File: src/sv/mavg_pkg.sv
// ----------------------------------------------------------------------------
// mavg_pkg
// Shared widths, register map, codes and structs of the moving-average block
// ----------------------------------------------------------------------------
`default_nettype none

package mavg_pkg;

    // field widths
    localparam int SAMPLE_W = 32;
    localparam int SLOT_W   = 6;
    localparam int LEN_W    = 7;
    localparam int SUM_W    = 38;
    localparam int CNT_W    = $clog2(SUM_W);

    // configuration port
    localparam int APB_AW   = 3;
    localparam int APB_DW   = 32;

    // register indexes
    localparam logic REG_WINDOW_LEN = 1'b0;

    // reset value of the window length
    localparam logic [LEN_W-1:0] LEN_RESET = LEN_W'(8);

    // saturation limits of the average
    localparam logic [SAMPLE_W-1:0] AVG_MAX = 32'h7FFF_FFFF;
    localparam logic [SAMPLE_W-1:0] AVG_MIN = 32'h8000_0000;

    typedef logic signed [SAMPLE_W-1:0] t_sample;
    typedef logic [SLOT_W-1:0]          t_slot;
    typedef logic [LEN_W-1:0]           t_len;
    typedef logic signed [SUM_W-1:0]    t_sum;

    // divider request and response
    typedef struct packed {
        logic start;
        t_sum dividend;
        t_len divisor;
    } t_div_req;

    typedef struct packed {
        logic    done;
        t_sample quotient;
    } t_div_rsp;

endpackage

`default_nettype wire

File: src/sv/mavg_if.sv
// ----------------------------------------------------------------------------
// mavg_if
// Valid/ready channels for samples in and averages out
// ----------------------------------------------------------------------------
`default_nettype none

interface mavg_in_if;
    logic              valid;
    logic              ready;
    mavg_pkg::t_sample sample;
    mavg_pkg::t_slot   slot;

    modport source (output valid, output sample, output slot, input ready);
    modport sink   (input valid, input sample, input slot, output ready);
endinterface

interface mavg_out_if;
    logic              valid;
    logic              ready;
    mavg_pkg::t_sample average;

    modport source (output valid, output average, input ready);
    modport sink   (input valid, input average, output ready);
endinterface

`default_nettype wire

File: src/sv/moving_average_window_core.sv
// ----------------------------------------------------------------------------
// moving_average_window_core
// Moving average over a window store: updates the running sum, then divides
// ----------------------------------------------------------------------------
// One request at a time: a new one is accepted only when the sequencer is idle again.
// The 38-step shared divider sets the pace, one quotient bit per cycle.
// Reset: running sum zero, all store entries read as zero, window_len 8.
// A finished average waits in the output register while the next request runs.
// ----------------------------------------------------------------------------
`default_nettype none

module moving_average_window_core #(
    parameter int WINDOW_DEPTH = 64
) (
    input  wire logic                        i_clk,
    input  wire logic                        i_rst_n,
    mavg_in_if.sink                          i_in,
    mavg_out_if.source                       o_out,
    input  wire logic                        psel,
    input  wire logic                        penable,
    input  wire logic                        pwrite,
    input  wire logic [mavg_pkg::APB_AW-1:0] paddr,
    input  wire logic [mavg_pkg::APB_DW-1:0] pwdata,
    output logic      [mavg_pkg::APB_DW-1:0] prdata,
    output logic                             pready
);

    localparam int AW = (WINDOW_DEPTH > 1) ? $clog2(WINDOW_DEPTH) : 1;

    // sequencer states
    localparam logic [2:0] S_IDLE  = 3'd0;
    localparam logic [2:0] S_SUM   = 3'd1;
    localparam logic [2:0] S_DIVST = 3'd2;
    localparam logic [2:0] S_DIVW  = 3'd3;
    localparam logic [2:0] S_FIN   = 3'd4;

    logic [2:0]             r_state;
    logic [2:0]             n_state;
    mavg_pkg::t_sample      r_sample;
    logic [AW-1:0]          r_pos;
    mavg_pkg::t_sum         r_sum;
    mavg_pkg::t_sample      r_avg;
    logic                   r_out_valid;
    mavg_pkg::t_sample      r_out_avg;

    logic                   in_acc;
    logic                   out_free;
    logic [mavg_pkg::SLOT_W-1:0] slot_red;
    logic [AW-1:0]          pos;
    mavg_pkg::t_sample      old_sample;
    mavg_pkg::t_len         window_len;
    mavg_pkg::t_div_req     div_req;
    mavg_pkg::t_div_rsp     div_rsp;

    mavg_cfg_regs u_cfg (
        .i_clk        (i_clk),
        .i_rst_n      (i_rst_n),
        .psel         (psel),
        .penable      (penable),
        .pwrite       (pwrite),
        .paddr        (paddr),
        .pwdata       (pwdata),
        .prdata       (prdata),
        .pready       (pready),
        .o_window_len (window_len)
    );

    assign in_acc     = i_in.valid && i_in.ready;
    assign i_in.ready = (r_state == S_IDLE);
    assign out_free   = !r_out_valid || o_out.ready;

    // slot modulo store depth, conditional subtract of shifted depth
    always_comb begin
        slot_red = i_in.slot;
        for (int k = mavg_pkg::SLOT_W - 1; k >= 0; k--) begin
            if (int'(slot_red) >= (WINDOW_DEPTH << k)) begin
                slot_red = slot_red - mavg_pkg::SLOT_W'(WINDOW_DEPTH << k);
            end
        end
    end
    assign pos = AW'(slot_red);

    mavg_store #(
        .DEPTH (WINDOW_DEPTH),
        .AW    (AW)
    ) u_store (
        .i_clk     (i_clk),
        .i_rst_n   (i_rst_n),
        .i_rd_en   (in_acc),
        .i_rd_addr (pos),
        .i_wr_en   (r_state == S_SUM),
        .i_wr_addr (r_pos),
        .i_wr_data (r_sample),
        .o_rd_data (old_sample)
    );

    // divider request
    assign div_req.start    = (r_state == S_DIVST);
    assign div_req.dividend = r_sum;
    assign div_req.divisor  = window_len;

    mavg_div u_div (
        .i_clk   (i_clk),
        .i_rst_n (i_rst_n),
        .i_req   (div_req),
        .o_rsp   (div_rsp)
    );

    // sequencer next state
    always_comb begin
        n_state = r_state;
        case (r_state)
            S_IDLE: begin
                if (in_acc) n_state = S_SUM;
            end
            S_SUM:   n_state = S_DIVST;
            S_DIVST: n_state = S_DIVW;
            S_DIVW: begin
                if (div_rsp.done) n_state = S_FIN;
            end
            S_FIN: begin
                if (out_free) n_state = S_IDLE;
            end
            default: n_state = S_IDLE;
        endcase
    end

    // control registers
    always_ff @(posedge i_clk) begin
        if (!i_rst_n) begin
            r_state     <= S_IDLE;
            r_sum       <= '0;
            r_out_valid <= 1'b0;
        end else begin
            r_state <= n_state;
            if (r_state == S_SUM) begin
                r_sum <= r_sum - mavg_pkg::SUM_W'(old_sample) + mavg_pkg::SUM_W'(r_sample);
            end
            if (r_state == S_FIN && out_free) begin
                r_out_valid <= 1'b1;
            end else if (o_out.ready) begin
                r_out_valid <= 1'b0;
            end
        end
    end

    // payload registers
    always_ff @(posedge i_clk) begin
        if (in_acc) begin
            r_sample <= i_in.sample;
            r_pos    <= pos;
        end
        if (div_rsp.done) begin
            r_avg <= div_rsp.quotient;
        end
        if (r_state == S_FIN && out_free) begin
            r_out_avg <= r_avg;
        end
    end

    assign o_out.valid   = r_out_valid;
    assign o_out.average = r_out_avg;

    // a request always moves on to the sum update
    a_acc_to_sum: assert property (@(posedge i_clk) disable iff (!i_rst_n)
        in_acc |=> (r_state == S_SUM))
        else $error("request did not start the sum update");

    // divider finishes only while the sequencer waits for it
    a_div_done_wait: assert property (@(posedge i_clk) disable iff (!i_rst_n)
        div_rsp.done |-> (r_state == S_DIVW))
        else $error("divider done outside the wait state");

    // a held result is never overwritten
    a_fin_hold: assert property (@(posedge i_clk) disable iff (!i_rst_n)
        (r_state == S_FIN && r_out_valid && !o_out.ready) |=> (r_state == S_FIN))
        else $error("result left while output register was full");

    // running sum changes only on the update step
    a_sum_stable: assert property (@(posedge i_clk) disable iff (!i_rst_n)
        (r_state != S_SUM) |=> $stable(r_sum))
        else $error("running sum changed outside the update step");

endmodule

`default_nettype wire

File: src/sv/mavg_cfg_regs.sv
// ----------------------------------------------------------------------------
// mavg_cfg_regs
// APB register file holding the window length
// ----------------------------------------------------------------------------
`default_nettype none

module mavg_cfg_regs (
    input  wire logic                          i_clk,
    input  wire logic                          i_rst_n,
    input  wire logic                          psel,
    input  wire logic                          penable,
    input  wire logic                          pwrite,
    input  wire logic [mavg_pkg::APB_AW-1:0]   paddr,
    input  wire logic [mavg_pkg::APB_DW-1:0]   pwdata,
    output logic      [mavg_pkg::APB_DW-1:0]   prdata,
    output logic                               pready,
    output mavg_pkg::t_len                     o_window_len
);

    logic           wr_hit;
    mavg_pkg::t_len r_len;

    // register index is the word address
    assign wr_hit = psel && penable && pwrite && (paddr[2] == mavg_pkg::REG_WINDOW_LEN);

    always_ff @(posedge i_clk) begin
        if (!i_rst_n) begin
            r_len <= mavg_pkg::LEN_RESET;
        end else if (wr_hit) begin
            r_len <= pwdata[mavg_pkg::LEN_W-1:0];
        end
    end

    // read back, unknown addresses read zero
    always_comb begin
        prdata = '0;
        if (paddr[2] == mavg_pkg::REG_WINDOW_LEN) begin
            prdata = mavg_pkg::APB_DW'(r_len);
        end
    end

    assign pready       = 1'b1;
    assign o_window_len = r_len;

endmodule

`default_nettype wire

File: src/sv/mavg_store.sv
// ----------------------------------------------------------------------------
// mavg_store
// Window sample memory with per-entry valid bits, empty entries read zero
// ----------------------------------------------------------------------------
`default_nettype none

module mavg_store #(
    parameter int DEPTH = 64,
    parameter int AW    = 6
) (
    input  wire logic              i_clk,
    input  wire logic              i_rst_n,
    input  wire logic              i_rd_en,
    input  wire logic [AW-1:0]     i_rd_addr,
    input  wire logic              i_wr_en,
    input  wire logic [AW-1:0]     i_wr_addr,
    input  wire mavg_pkg::t_sample i_wr_data,
    output mavg_pkg::t_sample      o_rd_data
);

    mavg_pkg::t_sample mem [0:DEPTH-1];
    mavg_pkg::t_sample r_rd_q;
    logic [DEPTH-1:0]  r_vld;
    logic              r_rd_vld;

    // sample memory, registered read
    always_ff @(posedge i_clk) begin
        if (i_wr_en) begin
            mem[i_wr_addr] <= i_wr_data;
        end
        if (i_rd_en) begin
            r_rd_q <= mem[i_rd_addr];
        end
    end

    // valid bits, cleared at reset
    always_ff @(posedge i_clk) begin
        if (!i_rst_n) begin
            r_vld    <= '0;
            r_rd_vld <= 1'b0;
        end else begin
            if (i_wr_en) begin
                r_vld[i_wr_addr] <= 1'b1;
            end
            if (i_rd_en) begin
                r_rd_vld <= r_vld[i_rd_addr];
            end
        end
    end

    assign o_rd_data = r_rd_vld ? r_rd_q : '0;

endmodule

`default_nettype wire

File: src/sv/mavg_div.sv
// ----------------------------------------------------------------------------
// mavg_div
// Restoring signed divider, one quotient bit per cycle, saturating result
// ----------------------------------------------------------------------------
`default_nettype none

module mavg_div (
    input  wire logic               i_clk,
    input  wire logic               i_rst_n,
    input  wire mavg_pkg::t_div_req i_req,
    output mavg_pkg::t_div_rsp      o_rsp
);

    localparam logic [mavg_pkg::CNT_W-1:0] LAST_STEP = mavg_pkg::CNT_W'(mavg_pkg::SUM_W - 1);
    localparam logic [mavg_pkg::SUM_W-1:0] POS_LIMIT = mavg_pkg::SUM_W'(32'h7FFF_FFFF);
    localparam logic [mavg_pkg::SUM_W-1:0] NEG_LIMIT = mavg_pkg::SUM_W'(32'h8000_0000);

    logic                         r_busy;
    logic                         r_done;
    logic [mavg_pkg::CNT_W-1:0]   r_cnt;
    logic                         r_neg;
    logic [mavg_pkg::SUM_W-1:0]   r_q;
    logic [mavg_pkg::LEN_W-1:0]   r_rem;
    logic [mavg_pkg::LEN_W-1:0]   r_dv;

    logic [mavg_pkg::SUM_W-1:0]   abs_in;
    logic [mavg_pkg::LEN_W:0]     trial;
    logic                         q_bit;
    logic [mavg_pkg::LEN_W-1:0]   n_rem;
    logic [mavg_pkg::SAMPLE_W-1:0] sat_q;

    // magnitude of the dividend
    assign abs_in = i_req.dividend[mavg_pkg::SUM_W-1] ? (~i_req.dividend + 1'b1)
                                                       : i_req.dividend;

    // one restoring step
    assign trial = {r_rem, r_q[mavg_pkg::SUM_W-1]};
    assign q_bit = (trial >= {1'b0, r_dv});
    always_comb begin
        n_rem = trial[mavg_pkg::LEN_W-1:0];
        if (q_bit) begin
            n_rem = mavg_pkg::LEN_W'(trial - {1'b0, r_dv});
        end
    end

    // control
    always_ff @(posedge i_clk) begin
        if (!i_rst_n) begin
            r_busy <= 1'b0;
            r_done <= 1'b0;
            r_cnt  <= '0;
        end else begin
            r_done <= 1'b0;
            if (i_req.start) begin
                r_busy <= 1'b1;
                r_cnt  <= '0;
            end else if (r_busy) begin
                r_cnt <= r_cnt + 1'b1;
                if (r_cnt == LAST_STEP) begin
                    r_busy <= 1'b0;
                    r_done <= 1'b1;
                end
            end
        end
    end

    // datapath, zero length divides by one
    always_ff @(posedge i_clk) begin
        if (i_req.start) begin
            r_neg <= i_req.dividend[mavg_pkg::SUM_W-1];
            r_q   <= abs_in;
            r_rem <= '0;
            r_dv  <= (i_req.divisor == '0) ? mavg_pkg::LEN_W'(1) : i_req.divisor;
        end else if (r_busy) begin
            r_q   <= {r_q[mavg_pkg::SUM_W-2:0], q_bit};
            r_rem <= n_rem;
        end
    end

    // sign and saturation of the quotient
    always_comb begin
        if (r_neg) begin
            if (r_q > NEG_LIMIT) begin
                sat_q = mavg_pkg::AVG_MIN;
            end else begin
                sat_q = ~r_q[mavg_pkg::SAMPLE_W-1:0] + 1'b1;
            end
        end else begin
            if (r_q > POS_LIMIT) begin
                sat_q = mavg_pkg::AVG_MAX;
            end else begin
                sat_q = r_q[mavg_pkg::SAMPLE_W-1:0];
            end
        end
    end

    assign o_rsp.done     = r_done;
    assign o_rsp.quotient = sat_q;

endmodule

`default_nettype wire
File: src/flat_wrapper.sv
// flat-port wrapper written by rule: the top's interface ports become plain ports
module moving_average_window_core_flat 
#(
    parameter int WINDOW_DEPTH = 64
)
  (i_clk, i_rst_n, psel, penable, pwrite, paddr, pwdata, prdata, pready, i_in_valid, i_in_sample, i_in_slot, i_in_ready, o_out_valid, o_out_average, o_out_ready);
  mavg_in_if i_in_i ();
  mavg_out_if o_out_i ();
  input  wire logic i_clk;
  input  wire logic i_rst_n;
  input  wire logic psel;
  input  wire logic penable;
  input  wire logic pwrite;
  input  wire logic [mavg_pkg::APB_AW-1:0] paddr;
  input  wire logic [mavg_pkg::APB_DW-1:0] pwdata;
  output logic      [mavg_pkg::APB_DW-1:0] prdata;
  output logic pready;
  input wire logic [$bits(i_in_i.valid)-1:0] i_in_valid;
  input wire logic [$bits(i_in_i.sample)-1:0] i_in_sample;
  input wire logic [$bits(i_in_i.slot)-1:0] i_in_slot;
  output wire logic [$bits(i_in_i.ready)-1:0] i_in_ready;
  output wire logic [$bits(o_out_i.valid)-1:0] o_out_valid;
  output wire logic [$bits(o_out_i.average)-1:0] o_out_average;
  input wire logic [$bits(o_out_i.ready)-1:0] o_out_ready;
  assign i_in_i.valid = i_in_valid;
  assign i_in_i.sample = i_in_sample;
  assign i_in_i.slot = i_in_slot;
  assign i_in_ready = i_in_i.ready;
  assign o_out_valid = o_out_i.valid;
  assign o_out_average = o_out_i.average;
  assign o_out_i.ready = o_out_ready;
  moving_average_window_core #(.WINDOW_DEPTH(WINDOW_DEPTH)) u_core (.i_clk(i_clk), .i_rst_n(i_rst_n), .i_in(i_in_i), .o_out(o_out_i), .psel(psel), .penable(penable), .pwrite(pwrite), .paddr(paddr), .pwdata(pwdata), .prdata(prdata), .pready(pready));
endmodule
File: config.mk
export PLATFORM = sky130hd
export DESIGN_NAME = moving_average_window_core_flat
export DESIGN_NICKNAME = d
export VERILOG_FILES = /design/src/sv/mavg_pkg.sv /design/src/sv/mavg_if.sv /design/src/sv/moving_average_window_core.sv /design/src/sv/mavg_cfg_regs.sv /design/src/sv/mavg_store.sv /design/src/sv/mavg_div.sv /design/src/flat_wrapper.sv
export SDC_FILE = /design/constraint.sdc
export NUM_CORES = 2
export LEC_CHECK = 0
export ABC_AREA = 1
export ABC_CLOCK_PERIOD_IN_PS = 9250
export BUFFER_PORTS_ARGS = -buffer_cell sky130_fd_sc_hd__buf_2
export CAP_MARGIN = 30
export CORE_AREA = 10 10 469 426
export DETAILED_ROUTE_END_ITERATION = 8
export DIE_AREA = 0 0 479 436
export PLACE_DENSITY = 0.68
export SYNTH_ARGS = -nofsm -noshare
export SYNTH_HDL_FRONTEND = slang
export SYNTH_SLANG_ARGS = --single-unit
File: constraint.sdc
create_clock -name i_clk -period 9.25 [get_ports i_clk]
set_input_delay 0.4625 -clock i_clk [delete_from_list [all_inputs] [get_ports i_clk]]
set_output_delay 0.4625 -clock i_clk [all_outputs]
set_load 0.01 [all_outputs]
==> impl_metrics.yaml <==
run_status:
  status: "complete, no violations"
synth:
  synth_cell_types: 43
  yosysSeqAreaShare: 0.7079
  netlist_instances: 8492
  synth_flop_cell: "edfxtp_1"
  async_flop_share: 0
  synth_warnings: 0
  ys_ff_latch: 2357
  syn_area_per_cell_sq_um: 11.56
  netlist_area_sq_mm: 0.09816
  synth_edf_count: 2228
power_and_ir_drop:
  clockPowerShare: 0.352
  total_power_mw: 25.65
  power_frac_seq: 0.484
  ir_drop_uv: 222.8
  internal_power_mw: 18.40
  power_density_mw_per_mm2: 235.6
  p_switching_mw: 7.244
  p_comb_frac: 0.164
  leakage_nw: 37.81
  swShare: 0.2825
final_layout:
  area_growth_pct: 10.88
  nFillCells: 15280
  final_area_sq_mm: 0.1088
  nets: 8654
  mostFrequentLayoutCells: "2228 x edfxtp_1, 1331 x nor2_1, 1229 x nand2_1"
  antenna_cells: 0
  mostFrequentLayoutCell: "edfxtp_1"
  drive_above_1_share: 0.07387
drt:
  viasPerCell: 6.002
  m1WireLength_um: 110600
  route.met2.wl_um: 122000
  wl_met3_um: 32590
  remaining_drc_errors: 0
  drtIter0Drc: 9172
  wl_per_cell_um: 24.54
  ant_nets: 0
  route.vias.total: 67330
  first_pass_iters: 5
  wirelength_um: 275300
  highest_layer: "met5"
worst_setup_path:
  cpMostUsedCell: "nand2_1"
  cp-start-kind: "flip-flop"
  crit_arrival_ns: 4.60
  critPathMaxFanout: 65
  reg2reg_slack_ns: 5.41
  cp_cell_sequence: "buf_4, inv_1, ha_1, inv_1, ha_1, fa_1, nand3_1, nand3_1, nand2_1, nand3_1, nand2_1, nand2_1, nand2_1, nand2_1, nand2_1, nand3_1, nand2_1, inv_1"
  required_ns: 10.01
  timing.rr.end: "u_core.r_sum[32]"
  ff2ff_path_depth: 18
  worst-setup-path-type: "reg -> reg"
  cpPeakStageDelay_ns: 0.65
  path_buf_inv: 4
  cp_top_family: "simple AND/OR/NAND/NOR gates"
  slowest_stage: "buf_4"
  endpoint_kind: "flip-flop"
  worstReg2RegStart: "u_core.r_sample[0]"
place:
  place_area_sq_mm: 0.1012
  numPortBuffers: 93
  gp_congestion: 0.8791
  dp_hpwl_um: 144100
floorplan:
  rows: 152
  core_sq_mm: 0.1896
  pin_count: 147
  fp.dieArea_sq_mm: 0.2088
  start_util: 0.5177
  die_x_um: 479
  fp.dieH_um: 436
clock_tree:
  clkLatencyLatePin_ns: 0.88
  cts-root-buf: "clkbuf_16"
  htreeDepth: 4
  ctsResizeCount: 0
  cts_tree: "yes"
  ctsHoldBuffers: 42
  cts.path.max_buffers: 3
  cts_buffers: 224
  cts_sinks: 2357
  cts.clk_slew.worst_paths_ns: 0.06
  postCtsSetupBuffers: 0
global_route:
  antenna_found_initial: 12
  grt_pass1_vias: 63990
  grt_max_degree: 221
  overflow: 0
  grt_first_pass_wirelength_um: 406900
  grt_use_total: 0.2550
timing:
  slew_violations: 0
  timing.final.crit_share: 0.4152
  slew_headroom: 0.2330
  fin_skew_ns: 0.03398
  tns_ns: 0
  setup_viol: 0
  hold_viol: 0
  worstMarginPinSlew_ns: 1.151
  fin_crit_ns: 3.840
  clock.fmax_mhz: 260.4
  rsz0062_at_grt: "no"
worst_hold_path:
  min_path_type: "in -> reg"
  min_path_cells: 5
  min_from: "i_in_valid"
  hold_end: "u_core.r_state[2]"
job:
  maxCapViolCount: 0
worst max-delay path by stage:
| stage | from | to | cells after the start |
|---|---|---|---|
| finish | u_core.r_sample[0] | u_core.r_sum[32] | 18 |
| global route | u_core.r_sample[0] | u_core.r_sum[32] | 18 |
| CTS | u_core.r_sample[0] | u_core.r_sum[32] | 18 |
| detailed placement | i_in_slot[0] | u_core.u_store.r_rd_q[20] | 11 |
| global placement | i_in_slot[0] | u_core.u_store.r_rd_q[20] | 11 |
| floorplan | u_core.r_sample[31] | u_core.r_sum[37] | 14 |
metrics by stage:
| stage | utilization | setup WS, ns | std cells | hold WS, ns |
|---|---|---|---|---|
| floorplan | - | 5.893 | 8516 | 0.4003 |
| global placement | 0.5334 | 5.126 | 10750 | 0.4064 |
| detailed placement | 0.5337 | 5.065 | 10760 | 0.4062 |
| CTS | 0.5738 | 5.454 | 11220 | 0.001439 |
| global route | 0.5740 | 5.116 | 11220 | 0.1262 |
| finish | 0.5740 | 5.410 | 11220 | 0.06298 |
worst reg2reg max path, cell delays in order, from the launching register on:
cell      delay (ns)
edfxtp_1        0.33
buf_4           0.65
inv_1           0.26
ha_1            0.33
inv_1           0.08
ha_1            0.25
fa_1            0.50
nand3_1         0.10
nand3_1         0.18
nand2_1         0.11
nand3_1         0.14
nand2_1         0.09
nand2_1         0.20
nand2_1         0.17
nand2_1         0.06
nand2_1         0.06
nand3_1         0.11
nand2_1         0.10
inv_1           0.04
sequential cells by signal, indices dropped and copies added, names as in the netlist:
register                   flops
u_core.u_div.r_done            1
u_core.r_sum                  38
u_core.u_store.r_rd_vld        1
u_core.u_div.r_dv              7
u_core.u_store.mem          2048
u_core.u_store.r_vld          64
u_core.u_div.r_busy            1
u_core.u_div.r_rem             7
u_core.u_store.r_rd_q         32
u_core.r_pos                   6
u_core.o_out.valid             1
u_core.o_out.average          32
u_core.u_div.r_cnt             6
u_core.u_div.r_q              38
u_core.u_cfg.o_window_len      7
u_core.r_state                 3
u_core.u_div.r_neg             1
u_core.r_avg                  32
u_core.r_sample               32
logic make-up after synthesis:
| logic type | synth area share |
|---|---|
| other | 0.00007651 |
| flip-flops | 0.7079 |
| adder cells (fa/ha/maj) | 0.01400 |
| XOR/XNOR | 0.005889 |
| buffers and inverters | 0.04148 |
| AND/OR/NAND/NOR | 0.1317 |
| AO/OA/AOI/OAI | 0.09899 |
synth_stat cells (3+ instances only):
master | n | area share
nand2_1 | 1229 | 0.047
buf_1 | 45 | 0.0017
nor3b_1 | 3 | 0.00023
inv_2 | 3 | 0.00011
xnor2_1 | 10 | 0.00089
edfxtp_1 | 2228 | 0.68
buf_6 | 21 | 0.0024
ha_1 | 49 | 0.0062
nor2_1 | 1397 | 0.053
o22ai_1 | 513 | 0.033
nand3_1 | 533 | 0.027
o21ai_0 | 852 | 0.043
inv_1 | 402 | 0.015
or2_2 | 4 | 0.00025
clkinv_1 | 4 | 0.00015
o21a_1 | 4 | 0.00031
fa_1 | 38 | 0.0077
clkbuf_1 | 320 | 0.012
o21bai_1 | 5 | 0.00038
buf_2 | 90 | 0.0046
dfxtp_1 | 129 | 0.026
o211ai_1 | 6 | 0.00046
nand4_1 | 20 | 0.0013
xor2_1 | 56 | 0.0050
buf_4 | 63 | 0.0048
nor3_1 | 36 | 0.0018
a21oi_1 | 87 | 0.0044
o21ai_1 | 327 | 0.017
routing by layer:
layer  vias to the layer above  GRT usage
met4                         2    0.09359
met5                         -          0
li1                      30120          -
met3                       512    0.05490
met1                     32980     0.3658
met2                      3714     0.3840
power by group through the flow:
stage / sequential, mW / clock (mW) / combinational [mW]
2_1_floorplan: 12.8 / 0 / 2.62
3_3_place_gp: 12.6 / 0 / 4.05
3_5_place_dp: 12.6 / 0 / 4.13
4_1_cts: 12.4 / 9.11 / 4.16
5_1_grt: 12.4 / 9.53 / 4.70
6_report: 12.4 / 9.02 / 4.21
final cells by class:
type / instances / area [sq um] / share of cell area
inverters: 410 / 1578 / 0.01450
flip-flops and latches: 2357 / 69490 / 0.6384
clock buffers: 295 / 5962 / 0.05478
repair buffers: 284 / 2240 / 0.02058
well taps: 2541 / 3179 / 0.02921
clock inverters: 121 / 1209 / 0.01111
multi-input cells: 5210 / 25180 / 0.2314
No activity file was read; power rests on OpenSTA's default activity.
